$ cat config.mk
export PLATFORM = sky130hd
export DESIGN_NAME = gfm_ctrl
export DESIGN_NICKNAME = d
export VERILOG_FILES = /design/src/rtl/gfm_pkg.sv /design/src/rtl/gfm_ctrl.sv
export SDC_FILE = /design/constraint.sdc
export NUM_CORES = 1
export LEC_CHECK = 0
export ABC_AREA = 1
export BUFFER_PORTS_ARGS = -buffer_cell sky130_fd_sc_hd__buf_2
export CAP_MARGIN = 10
export CORE_AREA = 2 2 69 65
export DETAILED_ROUTE_END_ITERATION = 10
export DIE_AREA = 0 0 71 67
export HOLD_SLACK_MARGIN = 0.03
export PLACE_DENSITY = 0.66
export SLEW_MARGIN = 20
export SYNTH_ARGS = -nofsm -noshare
export SYNTH_HDL_FRONTEND = slang
export SYNTH_SLANG_ARGS = --single-unit
$ cat constraint.sdc
create_clock -name clk_i -period 1.9 [get_ports clk_i]
set_input_delay 0.38 -clock clk_i [delete_from_list [all_inputs] [get_ports clk_i]]
set_output_delay 0.38 -clock clk_i [all_outputs]
set_load 0.05 [all_outputs]
$ cat src/rtl/gfm_pkg.sv
// Shared types and constants for the grid field map block.
// Item payloads, mode and status codes, controller states and
// the command and status bundles between controller and datapath.
package gfm_pkg;

  localparam int unsigned CFG_W     = 32;
  localparam int unsigned CFG_IDX_W = 3;
  localparam int unsigned OUT_W     = 24;
  localparam int unsigned RAW_W     = 24;
  localparam int unsigned SCALE_W   = 18;
  localparam int unsigned SCALE_SH  = 16;
  localparam int unsigned GRID_W    = 23;

  // configuration register indexes
  localparam logic [CFG_IDX_W-1:0] CFG_ORIGIN_X = 3'd0;
  localparam logic [CFG_IDX_W-1:0] CFG_ORIGIN_Y = 3'd1;
  localparam logic [CFG_IDX_W-1:0] CFG_ORIGIN_Z = 3'd2;
  localparam logic [CFG_IDX_W-1:0] CFG_INV_X    = 3'd3;
  localparam logic [CFG_IDX_W-1:0] CFG_INV_Y    = 3'd4;
  localparam logic [CFG_IDX_W-1:0] CFG_INV_Z    = 3'd5;
  localparam logic [CFG_IDX_W-1:0] CFG_GRID     = 3'd6;
  localparam logic [CFG_IDX_W-1:0] CFG_SCALE    = 3'd7;

  localparam logic [31:0]        RST_INV   = 32'd1677722;
  localparam logic [GRID_W-1:0]  RST_GRID  = 23'd4210752;
  localparam logic [SCALE_W-1:0] RST_SCALE = 18'd65536;

  localparam logic [1:0] AX_X = 2'd0;
  localparam logic [1:0] AX_Y = 2'd1;
  localparam logic [1:0] AX_Z = 2'd2;

  typedef enum logic [1:0] {
    MODE_CLEAR, MODE_LOAD, MODE_FINISH, MODE_QUERY
  } gfm_mode_e;

  typedef enum logic [2:0] {
    STS_OK, STS_NOT_READY, STS_RANGE, STS_OFF_GRID, STS_DUP, STS_INCOMPLETE, STS_ABORTED
  } gfm_status_e;

  typedef enum logic [3:0] {
    ST_SWEEP, ST_IDLE, ST_MUL, ST_RND, ST_CLASS, ST_DECIDE, ST_SEEN_RD, ST_SEEN_CHK,
    ST_NODE_RD, ST_LERP_MUL, ST_LERP_RND, ST_RESULT
  } gfm_state_e;

  typedef enum logic [1:0] {LVL_Z, LVL_Y, LVL_X} gfm_level_e;

  typedef struct packed {
    gfm_mode_e          mode;
    logic signed [31:0] pos_x;
    logic signed [31:0] pos_y;
    logic signed [31:0] pos_z;
    logic signed [23:0] raw_field_x;
    logic signed [23:0] raw_field_y;
    logic signed [23:0] raw_field_z;
  } gfm_in_t;

  typedef struct packed {
    gfm_status_e        status;
    logic               ready_res;
    logic signed [23:0] field_x;
    logic signed [23:0] field_y;
    logic signed [23:0] field_z;
  } gfm_out_t;

  typedef struct packed {
    logic       coord_mul;
    logic       coord_rnd;
    logic [1:0] axis;
    logic       classify;
    logic       sweep_step;
    logic       seen_rd;
    logic       store_wr;
    logic       rec_clr;
    logic       node_rd;
    logic [2:0] node_idx;
    logic       node_push;
    logic       lerp_mul;
    logic       lerp_rnd;
    gfm_level_e level;
  } gfm_cmd_t;

  typedef struct packed {
    logic sweep_last;
    logic load_ok;
    logic query_ok;
    logic seen;
    logic count_full;
  } gfm_sts_t;

endpackage

$ cat src/rtl/gfm_ctrl.sv
// Controller: sequences coordinate, clear, load, finish and query steps,
// holds map readiness and the latched load or finish error.
// Depends on gfm_pkg.
module gfm_ctrl (
  input  logic                  clk_i,
  input  logic                  rst_ni,
  input  logic                  in_valid_i,
  input  gfm_pkg::gfm_mode_e    in_mode_i,
  output logic                  in_stall_o,
  input  logic                  out_free_i,
  input  gfm_pkg::gfm_sts_t     sts_i,
  output gfm_pkg::gfm_cmd_t     cmd_o,
  output logic                  out_load_o,
  output gfm_pkg::gfm_status_e  res_status_o,
  output logic                  res_ready_o,
  output logic                  res_field_en_o
);
  import gfm_pkg::*;

  gfm_state_e  state_q, state_d;
  gfm_mode_e   mode_q, mode_d;
  gfm_status_e err_q, err_d, res_q, res_d;
  logic [1:0]  axis_q, axis_d;
  logic [3:0]  ncnt_q, ncnt_d;
  logic [2:0]  step_q, step_d;
  logic        ready_q, ready_d, fen_q, fen_d, pend_q, pend_d;
  gfm_level_e  level_w;

  always_ff @(posedge clk_i or negedge rst_ni) begin
    if (!rst_ni) begin
      state_q <= ST_SWEEP;
      mode_q  <= MODE_CLEAR;
      err_q   <= STS_OK;
      res_q   <= STS_OK;
      axis_q  <= AX_X;
      ncnt_q  <= '0;
      step_q  <= '0;
      ready_q <= 1'b0;
      fen_q   <= 1'b0;
      pend_q  <= 1'b0;
    end else begin
      state_q <= state_d;
      mode_q  <= mode_d;
      err_q   <= err_d;
      res_q   <= res_d;
      axis_q  <= axis_d;
      ncnt_q  <= ncnt_d;
      step_q  <= step_d;
      ready_q <= ready_d;
      fen_q   <= fen_d;
      pend_q  <= pend_d;
    end
  end

  // four z blends, two y blends, one x blend
  assign level_w = (step_q < 3'd4) ? LVL_Z : (step_q < 3'd6) ? LVL_Y : LVL_X;

  always_comb begin
    state_d    = state_q;
    mode_d     = mode_q;
    err_d      = err_q;
    res_d      = res_q;
    axis_d     = axis_q;
    ncnt_d     = ncnt_q;
    step_d     = step_q;
    ready_d    = ready_q;
    fen_d      = fen_q;
    pend_d     = pend_q;
    cmd_o      = '0;
    cmd_o.axis = axis_q;
    cmd_o.level = level_w;
    cmd_o.node_idx = ncnt_q[2:0];
    out_load_o = 1'b0;

    unique case (state_q)
      ST_SWEEP: begin
        cmd_o.sweep_step = 1'b1;
        if (sts_i.sweep_last) state_d = pend_q ? ST_RESULT : ST_IDLE;
      end
      ST_IDLE: begin
        if (in_valid_i) begin
          mode_d  = in_mode_i;
          axis_d  = AX_X;
          fen_d   = 1'b0;
          res_d   = STS_OK;
          state_d = ST_MUL;
        end
      end
      ST_MUL: begin
        cmd_o.coord_mul = 1'b1;
        state_d = ST_RND;
      end
      ST_RND: begin
        cmd_o.coord_rnd = 1'b1;
        if (axis_q == AX_Z) begin
          state_d = ST_CLASS;
        end else begin
          axis_d  = axis_q + 2'd1;
          state_d = ST_MUL;
        end
      end
      ST_CLASS: begin
        cmd_o.classify = 1'b1;
        state_d = ST_DECIDE;
      end
      ST_DECIDE: begin
        state_d = ST_RESULT;
        unique case (mode_q)
          MODE_CLEAR: begin
            ready_d = 1'b0;
            err_d   = STS_OK;
            cmd_o.rec_clr = 1'b1;
            pend_d  = 1'b1;
            state_d = ST_SWEEP;
          end
          MODE_LOAD: begin
            if (ready_q || err_q != STS_OK) begin
              res_d = STS_ABORTED;
            end else if (!sts_i.load_ok) begin
              res_d = STS_OFF_GRID;
              err_d = STS_OFF_GRID;
            end else begin
              state_d = ST_SEEN_RD;
            end
          end
          MODE_FINISH: begin
            if (!ready_q) begin
              if (err_q != STS_OK) begin
                res_d = err_q;
              end else if (!sts_i.count_full) begin
                res_d = STS_INCOMPLETE;
                err_d = STS_INCOMPLETE;
              end else begin
                ready_d = 1'b1;
              end
            end
          end
          MODE_QUERY: begin
            if (!ready_q) begin
              res_d = STS_NOT_READY;
            end else if (!sts_i.query_ok) begin
              res_d = STS_RANGE;
            end else begin
              ncnt_d  = '0;
              state_d = ST_NODE_RD;
            end
          end
          default: ;
        endcase
      end
      ST_SEEN_RD: begin
        cmd_o.seen_rd = 1'b1;
        state_d = ST_SEEN_CHK;
      end
      ST_SEEN_CHK: begin
        if (sts_i.seen) begin
          res_d = STS_DUP;
          err_d = STS_DUP;
        end else begin
          cmd_o.store_wr = 1'b1;
        end
        state_d = ST_RESULT;
      end
      ST_NODE_RD: begin
        // read data lands in the cycle after each address
        cmd_o.node_rd   = !ncnt_q[3];
        cmd_o.node_push = (ncnt_q != 4'd0);
        if (ncnt_q[3]) begin
          step_d  = '0;
          state_d = ST_LERP_MUL;
        end else begin
          ncnt_d = ncnt_q + 4'd1;
        end
      end
      ST_LERP_MUL: begin
        cmd_o.lerp_mul = 1'b1;
        state_d = ST_LERP_RND;
      end
      ST_LERP_RND: begin
        cmd_o.lerp_rnd = 1'b1;
        if (step_q == 3'd6) begin
          fen_d   = 1'b1;
          state_d = ST_RESULT;
        end else begin
          step_d  = step_q + 3'd1;
          state_d = ST_LERP_MUL;
        end
      end
      ST_RESULT: begin
        if (out_free_i) begin
          out_load_o = 1'b1;
          pend_d     = 1'b0;
          state_d    = ST_IDLE;
        end
      end
      default: state_d = ST_IDLE;
    endcase
  end

  assign in_stall_o     = (state_q != ST_IDLE);
  assign res_status_o   = res_q;
  assign res_ready_o    = ready_q;
  assign res_field_en_o = fen_q;

endmodule

# After elaboration in Yosys (flattened, before gate mapping)
# Cells that the tools add are included.
# totals
reg_bits	24
in_bits	11
output_inout_bits	25
wordCells	148
# classes
addsub	3
order_cmp	2
eq_ne	40
muxes	67
n_reduce_logical	25
# op_table
op	n
one-hot mux 4 bit (12 select lines)	1
2-to-1 mux 3 bit	15
2-to-1 mux 4 bit	11
one-hot mux 3 bit (3 select lines)	3
2-to-1 mux 1 bit	22
!= test 2 bit (second input constant)	11
== test 4 x 3 -> 1 bit (second input constant)	4
== test 4 bit (second input constant)	4
AND reduction 8 bit	2
!= test 3 bit (second input constant)	5
2-to-1 mux 2 bit	7
nonzero test 2 bit	7
!= test 4 x 1 -> 1 bit (second input constant)	3
!= test 4 bit (second input constant)	3
one-hot mux 3 bit (2 select lines)	2
one-hot mux 4 bit (3 select lines)	1
AND reduction 3 bit	4
== test 4 x 2 -> 1 bit (second input constant)	2
one-hot mux 4 bit (2 select lines)	1
AND reduction 4 bit	2
== test 2 bit (second input constant)	3
less-than comparator 3 bit (second input constant)	2
one-hot mux 1 bit (2 select lines)	3
nonzero test 3 bit	2
other kinds (15)	17

# Depth between registers and ports, before layout
# Gate-level depths: netlist (run 1).
# depth
ltp_word	5
mapped_depth	10
ltp_nobuf	10

# Worst setup path after synthesis (run 1)
# No wires, ideal clock.
# synth_path
path_kind	reg2out
from	register state_q[2]
to	output port out_load_o
arrival_ns	1.729
required_ns	1.520
setup_slack_ns	-0.209
path_stages_with_launch	4
path_buffers	0
cell_sequence	dfrtp_1 -> inv_1 -> nand2_1 -> nor3_1
# synth_via
elab_chain_cells	2
# synth_rtl
item	line_no	source
from (decl)	gfm_ctrl.sv:20	gfm_state_e state_q, state_d;
from (signal assigned)	gfm_ctrl.sv:42	state_q <= state_d;
== test 4 bit	gfm_ctrl.sv:75	unique case (state_q)
2-to-1 mux 1 bit	gfm_ctrl.sv:75	
to (decl)	gfm_ctrl.sv:13	output logic out_load_o,
# No other way between the ends.

==> results of run 1 <==
## sequential cells by signal, indices dropped and copies added, names as in the netlist, 2 cells and up
| register | cells |
|---|---|
| ncnt_q | 4 |
| state_q | 4 |
| err_q | 3 |
| res_status_o | 3 |
| step_q | 3 |
| axis_q | 2 |
| mode_q | 2 |
## worst max-delay path: stages (launching register included)
cell,delay (ns)
dfrtp_2,0.45
nor2_1,0.30
nand2_1,0.14
inv_1,0.06
buf_2,0.25
## timing repair
| action | in CTS | in global routing |
|---|---|---|
| gates resized for setup | 9 | 15 |
| pin swaps | 1 | 0 |
| endpoints found under the setup margin | 5 | 9 |
| buffers inserted | 1 | 0 |
| endpoints found under the hold margin | 0 | 0 |
## path summary, 6_finish.rpt
| check | slack [ns] | depth (start not counted) | end |
|---|---|---|---|
| max in group asynchronous | 1.41 | 1 | state_q[2]$_DFFE_PN0P_ |
| worst max register to register | 0.28 | 8 | err_q[0]$_DFFE_PN0P_ |
| worst min-delay path | 0.09 | 1 | err_q[2]$_DFFE_PN0P_ |
| worst min register to register | 0.47 | 2 | res_status_o[2]$_DFFE_PN0P_ |
| worst max-delay path | 0.05 | 4 | cmd_o[17] |
| min in group clk_i | 0.32 | 3 | mode_q[1]$_DFFE_PN0P_ |
## stage by stage
stage          instances  setup TNS (ns)  hold slack, ns  power (W)  worst slack (ns)
2_1_floorplan        271               0          0.0844    0.00220             0.131
3_3_place_gp         348               0           0.401    0.00252             0.165
3_5_place_dp         348               0           0.404    0.00251             0.158
4_1_cts              353               0           0.110    0.00291          0.000802
5_1_grt              353          -0.182           0.129    0.00321           -0.0446
6_report             353               0          0.0945    0.00293            0.0460
## power by group
| group | leakage [nW] | switching (W) | total [W] | internal (W) |
|---|---|---|---|---|
| combinational | 0.865 | 0.00125 | 0.00174 | 0.000497 |
| clock | 0.0288 | 0.000166 | 0.000351 | 0.000185 |
| sequential | 0.308 | 0.000173 | 0.000839 | 0.000666 |
| total | 1.20 | 0.00158 | 0.00293 | 0.00135 |
## kinds of logic (layout without fill, tap and decap cells)
family,count (synthesis),count (layout)
multiplexers,1,1
XOR/XNOR,2,2
adder cells (fa/ha/maj),8,8
flip-flops,24,24
buffers and inverters,48,82
AND/OR/NAND/NOR,158,158
AO/OA/AOI/OAI,30,30
## cells in the final DEF (no fill, tap or decap), types with 7 or more instances in the layout
cell,Yosys,layout
dfrtp_1,24,20
buf_2,0,30
a21oi_1,8,8
nor2_2,5,7
o21ai_0,15,14
ha_1,8,8
nand2_1,89,87
inv_1,40,38
nor2_1,37,33
nand3_1,18,18
## metal layers
layer | part of all wire, % | GRT usage (%) | vias to the layer above
met5 | 0 | 0 | -
met4 | 0.60 | 3.54 | 0
met3 | 5.2 | 3.63 | 2
met2 | 44 | 31.0 | 43
met1 | 50 | 26.4 | 798
li1 | - | - | 906
## layout make-up
cell class,instances,area share [%]
Multi-Input combinational cell,199,47.4
Inverter,41,7.46
Clock buffer,4,2.67
Tap cell,48,2.91
Timing Repair Buffer,37,10.2
Sequential cell,24,29.4
==> flow_metrics.py, run 1 <==
metrics = {
    "status": {
        "status": "finished, final reports clean",
    },
    "clock_tree": {
        "root_buffer": "clkbuf_8",
        "cts_tree": "yes",
        "clock_latency_ns": 0.27,
        "htreeDepth": 1,
        "cts.clk_slew.worst_paths_ns": 0.09,
        "clock_sinks": 24,
        "max-clock-path-buffers": 2,
        "cts_made_buffers": 3,
        "ctsHoldBuffers": 0,
    },
    "finish": {
        "fin_nets": 325,
        "drive_gt1_share_pct": 20.3,
        "regArea_um2": 606,
        "fin_area_um2": 2060,
        "synthToLayoutAreaGrowth_pct": 18.2,
        "multi_input_area_um2": 977,
        "fillers": 406,
        "antenna_cells": 0,
        "utilization_pct": 51.7,
    },
    "place": {
        "place_area_um2": 1950,
        "dp_hpwl_um": 3260,
        "io_buffers": 35,
        "place.gp.congestion": 0.939,
    },
    "timing": {
        "maxClockFrequency_ghz": 0.539,
        "setup_viol": 0,
        "worstMarginPinSlew_ns": 0.561,
        "rsz0062_at_grt": "true",
        "relSlewSlack_pct": 62.6,
        "period_minus_slack_ns": 1.85,
        "fin_skew_ns": 0.00302,
        "fin_crit_sh_pct": 97.6,
        "hold_viol": 0,
        "slew_violations": 0,
    },
    "setup_path": {
        "cp.required_ns": 1.52,
        "critPathLaunchType": "flop",
        "crit_path_end_kind": "primary output",
        "crit_arrival_ns": 1.47,
        "r2r-start": "mode_q[0]$_DFFE_PN0P_",
        "path_class": "flop to primary output",
        "worstPathMaxFanout": 5,
        "critPathLaunch": "state_q[3]$_DFFE_PN0P_",
    },
    "yosys": {
        "synth_adder_area_share_pct": 5.74,
        "synth-xor-area-share_pct": 1.00,
        "synthFlopType": "dfrtp_1",
        "yosys_warnings": 0,
        "yosysMostFrequentCell": "nand2_1",
        "synth_edf_count": 0,
        "syn_area_per_cell_um2": 6.44,
        "synth_cell_type_count": 23,
        "yosys.area_share.simple_pct": 37.2,
        "synthArstFlopShare_pct": 100,
        "synth_seq_cells": 24,
        "netlist_area_um2": 1740,
        "synth_common_cells": "89 x nand2_1, 40 x inv_1, 37 x nor2_1",
        "synth_compound_area_share_pct": 9.33,
        "synth.mux.area_fraction_pct": 0.646,
        "netlist.area_leader.share_pct": 34.4,
        "syn_nets": 290,
        "synth_top_family_by_area": "simple AND/OR/NAND/NOR gates",
        "yosys.area.top_type": "dfrtp_1",
        "seq_area_frac_synth_pct": 34.4,
        "synthTopCellsByArea": "dfrtp_1 34%, nand2_1 19%, inv_1 8.6%",
        "syn_inst": 271,
    },
    "grt": {
        "grt_overflow": 0,
        "grt_pass1_vias": 1597,
        "grt_first_pass_wirelength_um": 7090,
        "track_usage_pct": 19.0,
        "antenna_found_initial": 0,
        "grt_max_degree": 25,
    },
    "pwr": {
        "irDropWorstVdd_mv": 0.880,
        "powerDensity_nw_per_um2": 1420,
        "p_leak_nw": 1.20,
    },
    "routing": {
        "drtIter0Drc": 81,
        "routed_wl_um": 4170,
        "antenna_left": 0,
        "dr_total_vias": 1749,
        "first_pass_iters": 4,
        "via_per_inst": 4.95,
        "drt-wirelength-per-cell_um": 11.8,
        "drc_errors": 0,
    },
    "floorplan": {
        "ios": 36,
        "core-area_um2": 3990,
        "start_util_pct": 43.7,
        "dieWidth_um": 71,
        "rows": 22,
        "die_h_um": 67,
        "fp.dieArea_um2": 4760,
    },
    "hold_path": {
        "hp-class": "primary input to asynchronous set/reset pin",
    },
    "run": {
        "maxCapViolCount": 0,
    },
}
Power figures use the tool's default switching activity.
==> run 2: changes to the inputs <==
Settings changed: GPL_TIMING_DRIVEN from default to 0.
Clock period 1.9 ns to 2.3 ns, I/O delays scaled along.
==> flow_metrics.py, run 2 (same netlist as run 1, synthesis figures left out) <==
metrics = {
    "status": {
        "status": "finished, final reports clean",
    },
    "timing": {
        "setup_viol": 0,
        "fin_crit_sh_pct": 96.1,
        "relSlewSlack_pct": 62.8,
        "fin_skew_ns": 0.00569,
        "worstMarginPinSlew_ns": 0.558,
        "period_minus_slack_ns": 2.21,
        "hold_viol": 0,
        "slew_violations": 0,
        "maxClockFrequency_ghz": 0.452,
    },
    "setup_path": {
        "path_class": "flop to primary output",
        "critPathLaunchType": "flop",
        "rr_worst_depth": 8,
        "crit_path_end_kind": "primary output",
        "worstPathMaxFanout": 10,
        "cp.required_ns": 1.84,
        "crit_arrival_ns": 1.75,
    },
    "grt": {
        "track_usage_pct": 18.9,
        "grt_max_degree": 25,
        "grt_overflow": 0,
        "grt_first_pass_wirelength_um": 7130,
        "grt_pass1_vias": 1606,
        "antenna_found_initial": 0,
    },
    "clock_tree": {
        "clock_sinks": 24,
        "cts_made_buffers": 3,
        "cts_resized": 0,
        "cts_tree": "yes",
        "max-clock-path-buffers": 2,
        "cts.clk_slew.worst_paths_ns": 0.09,
        "clock_latency_ns": 0.27,
        "root_buffer": "clkbuf_8",
        "htreeDepth": 1,
        "ctsHoldBuffers": 0,
        "cts_setup_buffers": 0,
    },
    "routing": {
        "first_pass_iters": 4,
        "drt-wirelength-per-cell_um": 11.3,
        "drtIter0Drc": 58,
        "drc_errors": 0,
        "routed_wl_um": 4050,
        "dr_total_vias": 1715,
        "via_per_inst": 4.79,
        "antenna_left": 0,
    },
    "finish": {
        "utilization_pct": 51.0,
        "largestRegisters": "ncnt_q (4), state_q (4)",
        "mostFrequentLayoutCells": "89 x nand2_1, 40 x inv_1, 37 x nor2_1, 34 x buf_2, 24 x dfrtp_1",
        "drive_gt1_share_pct": 17.1,
        "fin_nets": 330,
        "antenna_cells": 0,
        "layout_commonest_cell": "nand2_1",
        "synthToLayoutAreaGrowth_pct": 16.8,
    },
    "pwr": {
        "irDropWorstVdd_mv": 0.611,
        "p_leak_nw": 1.23,
        "powerDensity_nw_per_um2": 1180,
        "p_total_w": 0.00240,
    },
    "floorplan": {
        "rows": 22,
        "start_util_pct": 43.7,
        "fp.dieArea_um2": 4760,
        "dieWidth_um": 71,
        "ios": 36,
        "die_h_um": 67,
        "core-area_um2": 3990,
    },
    "run": {
        "maxCapViolCount": 0,
    },
    "place": {
        "io_buffers": 35,
        "dp_hpwl_um": 3260,
        "place.gp.congestion": 0.856,
    },
    "hold_path": {
        "hp-class": "primary input to asynchronous set/reset pin",
    },
}
==> run 2: per-stage QoR <==
| stage | TNS [ns] | hold WS, ns | instance area [µm²] | setup slack [ns] | instances |
|---|---|---|---|---|---|
| final | 0 | 0.170 | 2040 | 0.0890 | 358 |
| after CTS | 0 | 0.190 | 2030 | 0.0835 | 358 |
| after floorplan | 0 | 0.164 | 1740 | 0.111 | 271 |
| after global routing | -0.0183 | 0.206 | 2040 | -0.0183 | 358 |
| after global placement | 0 | 0.454 | 1980 | 0.415 | 354 |
| after detailed placement | 0 | 0.458 | 1980 | 0.385 | 354 |
==> run 2: routing by layer <==
layer  vias up  part of all wire, %  track usage, %
met5         -                    0               0
met4         0                 0.47            3.54
met3         2                  5.0            3.78
met2        42                   44            31.5
met1       753                   51            25.5
li1        918                    -               -
==> run 2: final cells by class <==
class,count,area [µm²]
Tap cell,48,60.1
Fill cell,422,1950
Sequential cell,24,601
Clock buffer,4,55.1
Timing Repair Buffer,35,178
Multi-Input combinational cell,199,941
Inverter,41,154
Buffer,7,48.8
==> run 2: critical path: stages, from the launching register on <==
cell and delay (ns):
dfrtp_1 0.44, inv_2 0.09, nand2_2 0.10, nor2_2 0.20
buf_4 0.20, nand2_1 0.14, inv_1 0.09, clkbuf_4 0.23
==> run 2: path summary, 6_finish.rpt <==
check	endpoint	startpoint	slack (ns)
max	cmd_o[9]	state_q[3]$_DFFE_PN0P_	0.09
min	state_q[1]$_DFFE_PN0P_	rst_ni	0.17
max reg2reg	res_status_o[1]$_DFFE_PN0P_	mode_q[0]$_DFFE_PN0P_	0.55
min reg2reg	res_status_o[2]$_DFFE_PN0P_	res_status_o[2]$_DFFE_PN0P_	0.48
max in group asynchronous	res_status_o[0]$_DFFE_PN0P_	rst_ni	1.76
min in group clk_i	mode_q[1]$_DFFE_PN0P_	in_mode_i[1]	0.39
==> run 2: where the power goes <==
part           internal, W  switching, W  total (W)  leakage (nW)
Clock             0.000153      0.000137   0.000290        0.0288
Combinational     0.000425       0.00103    0.00145         0.887
Sequential        0.000545      0.000115   0.000660         0.313
Total              0.00112       0.00128    0.00240          1.23
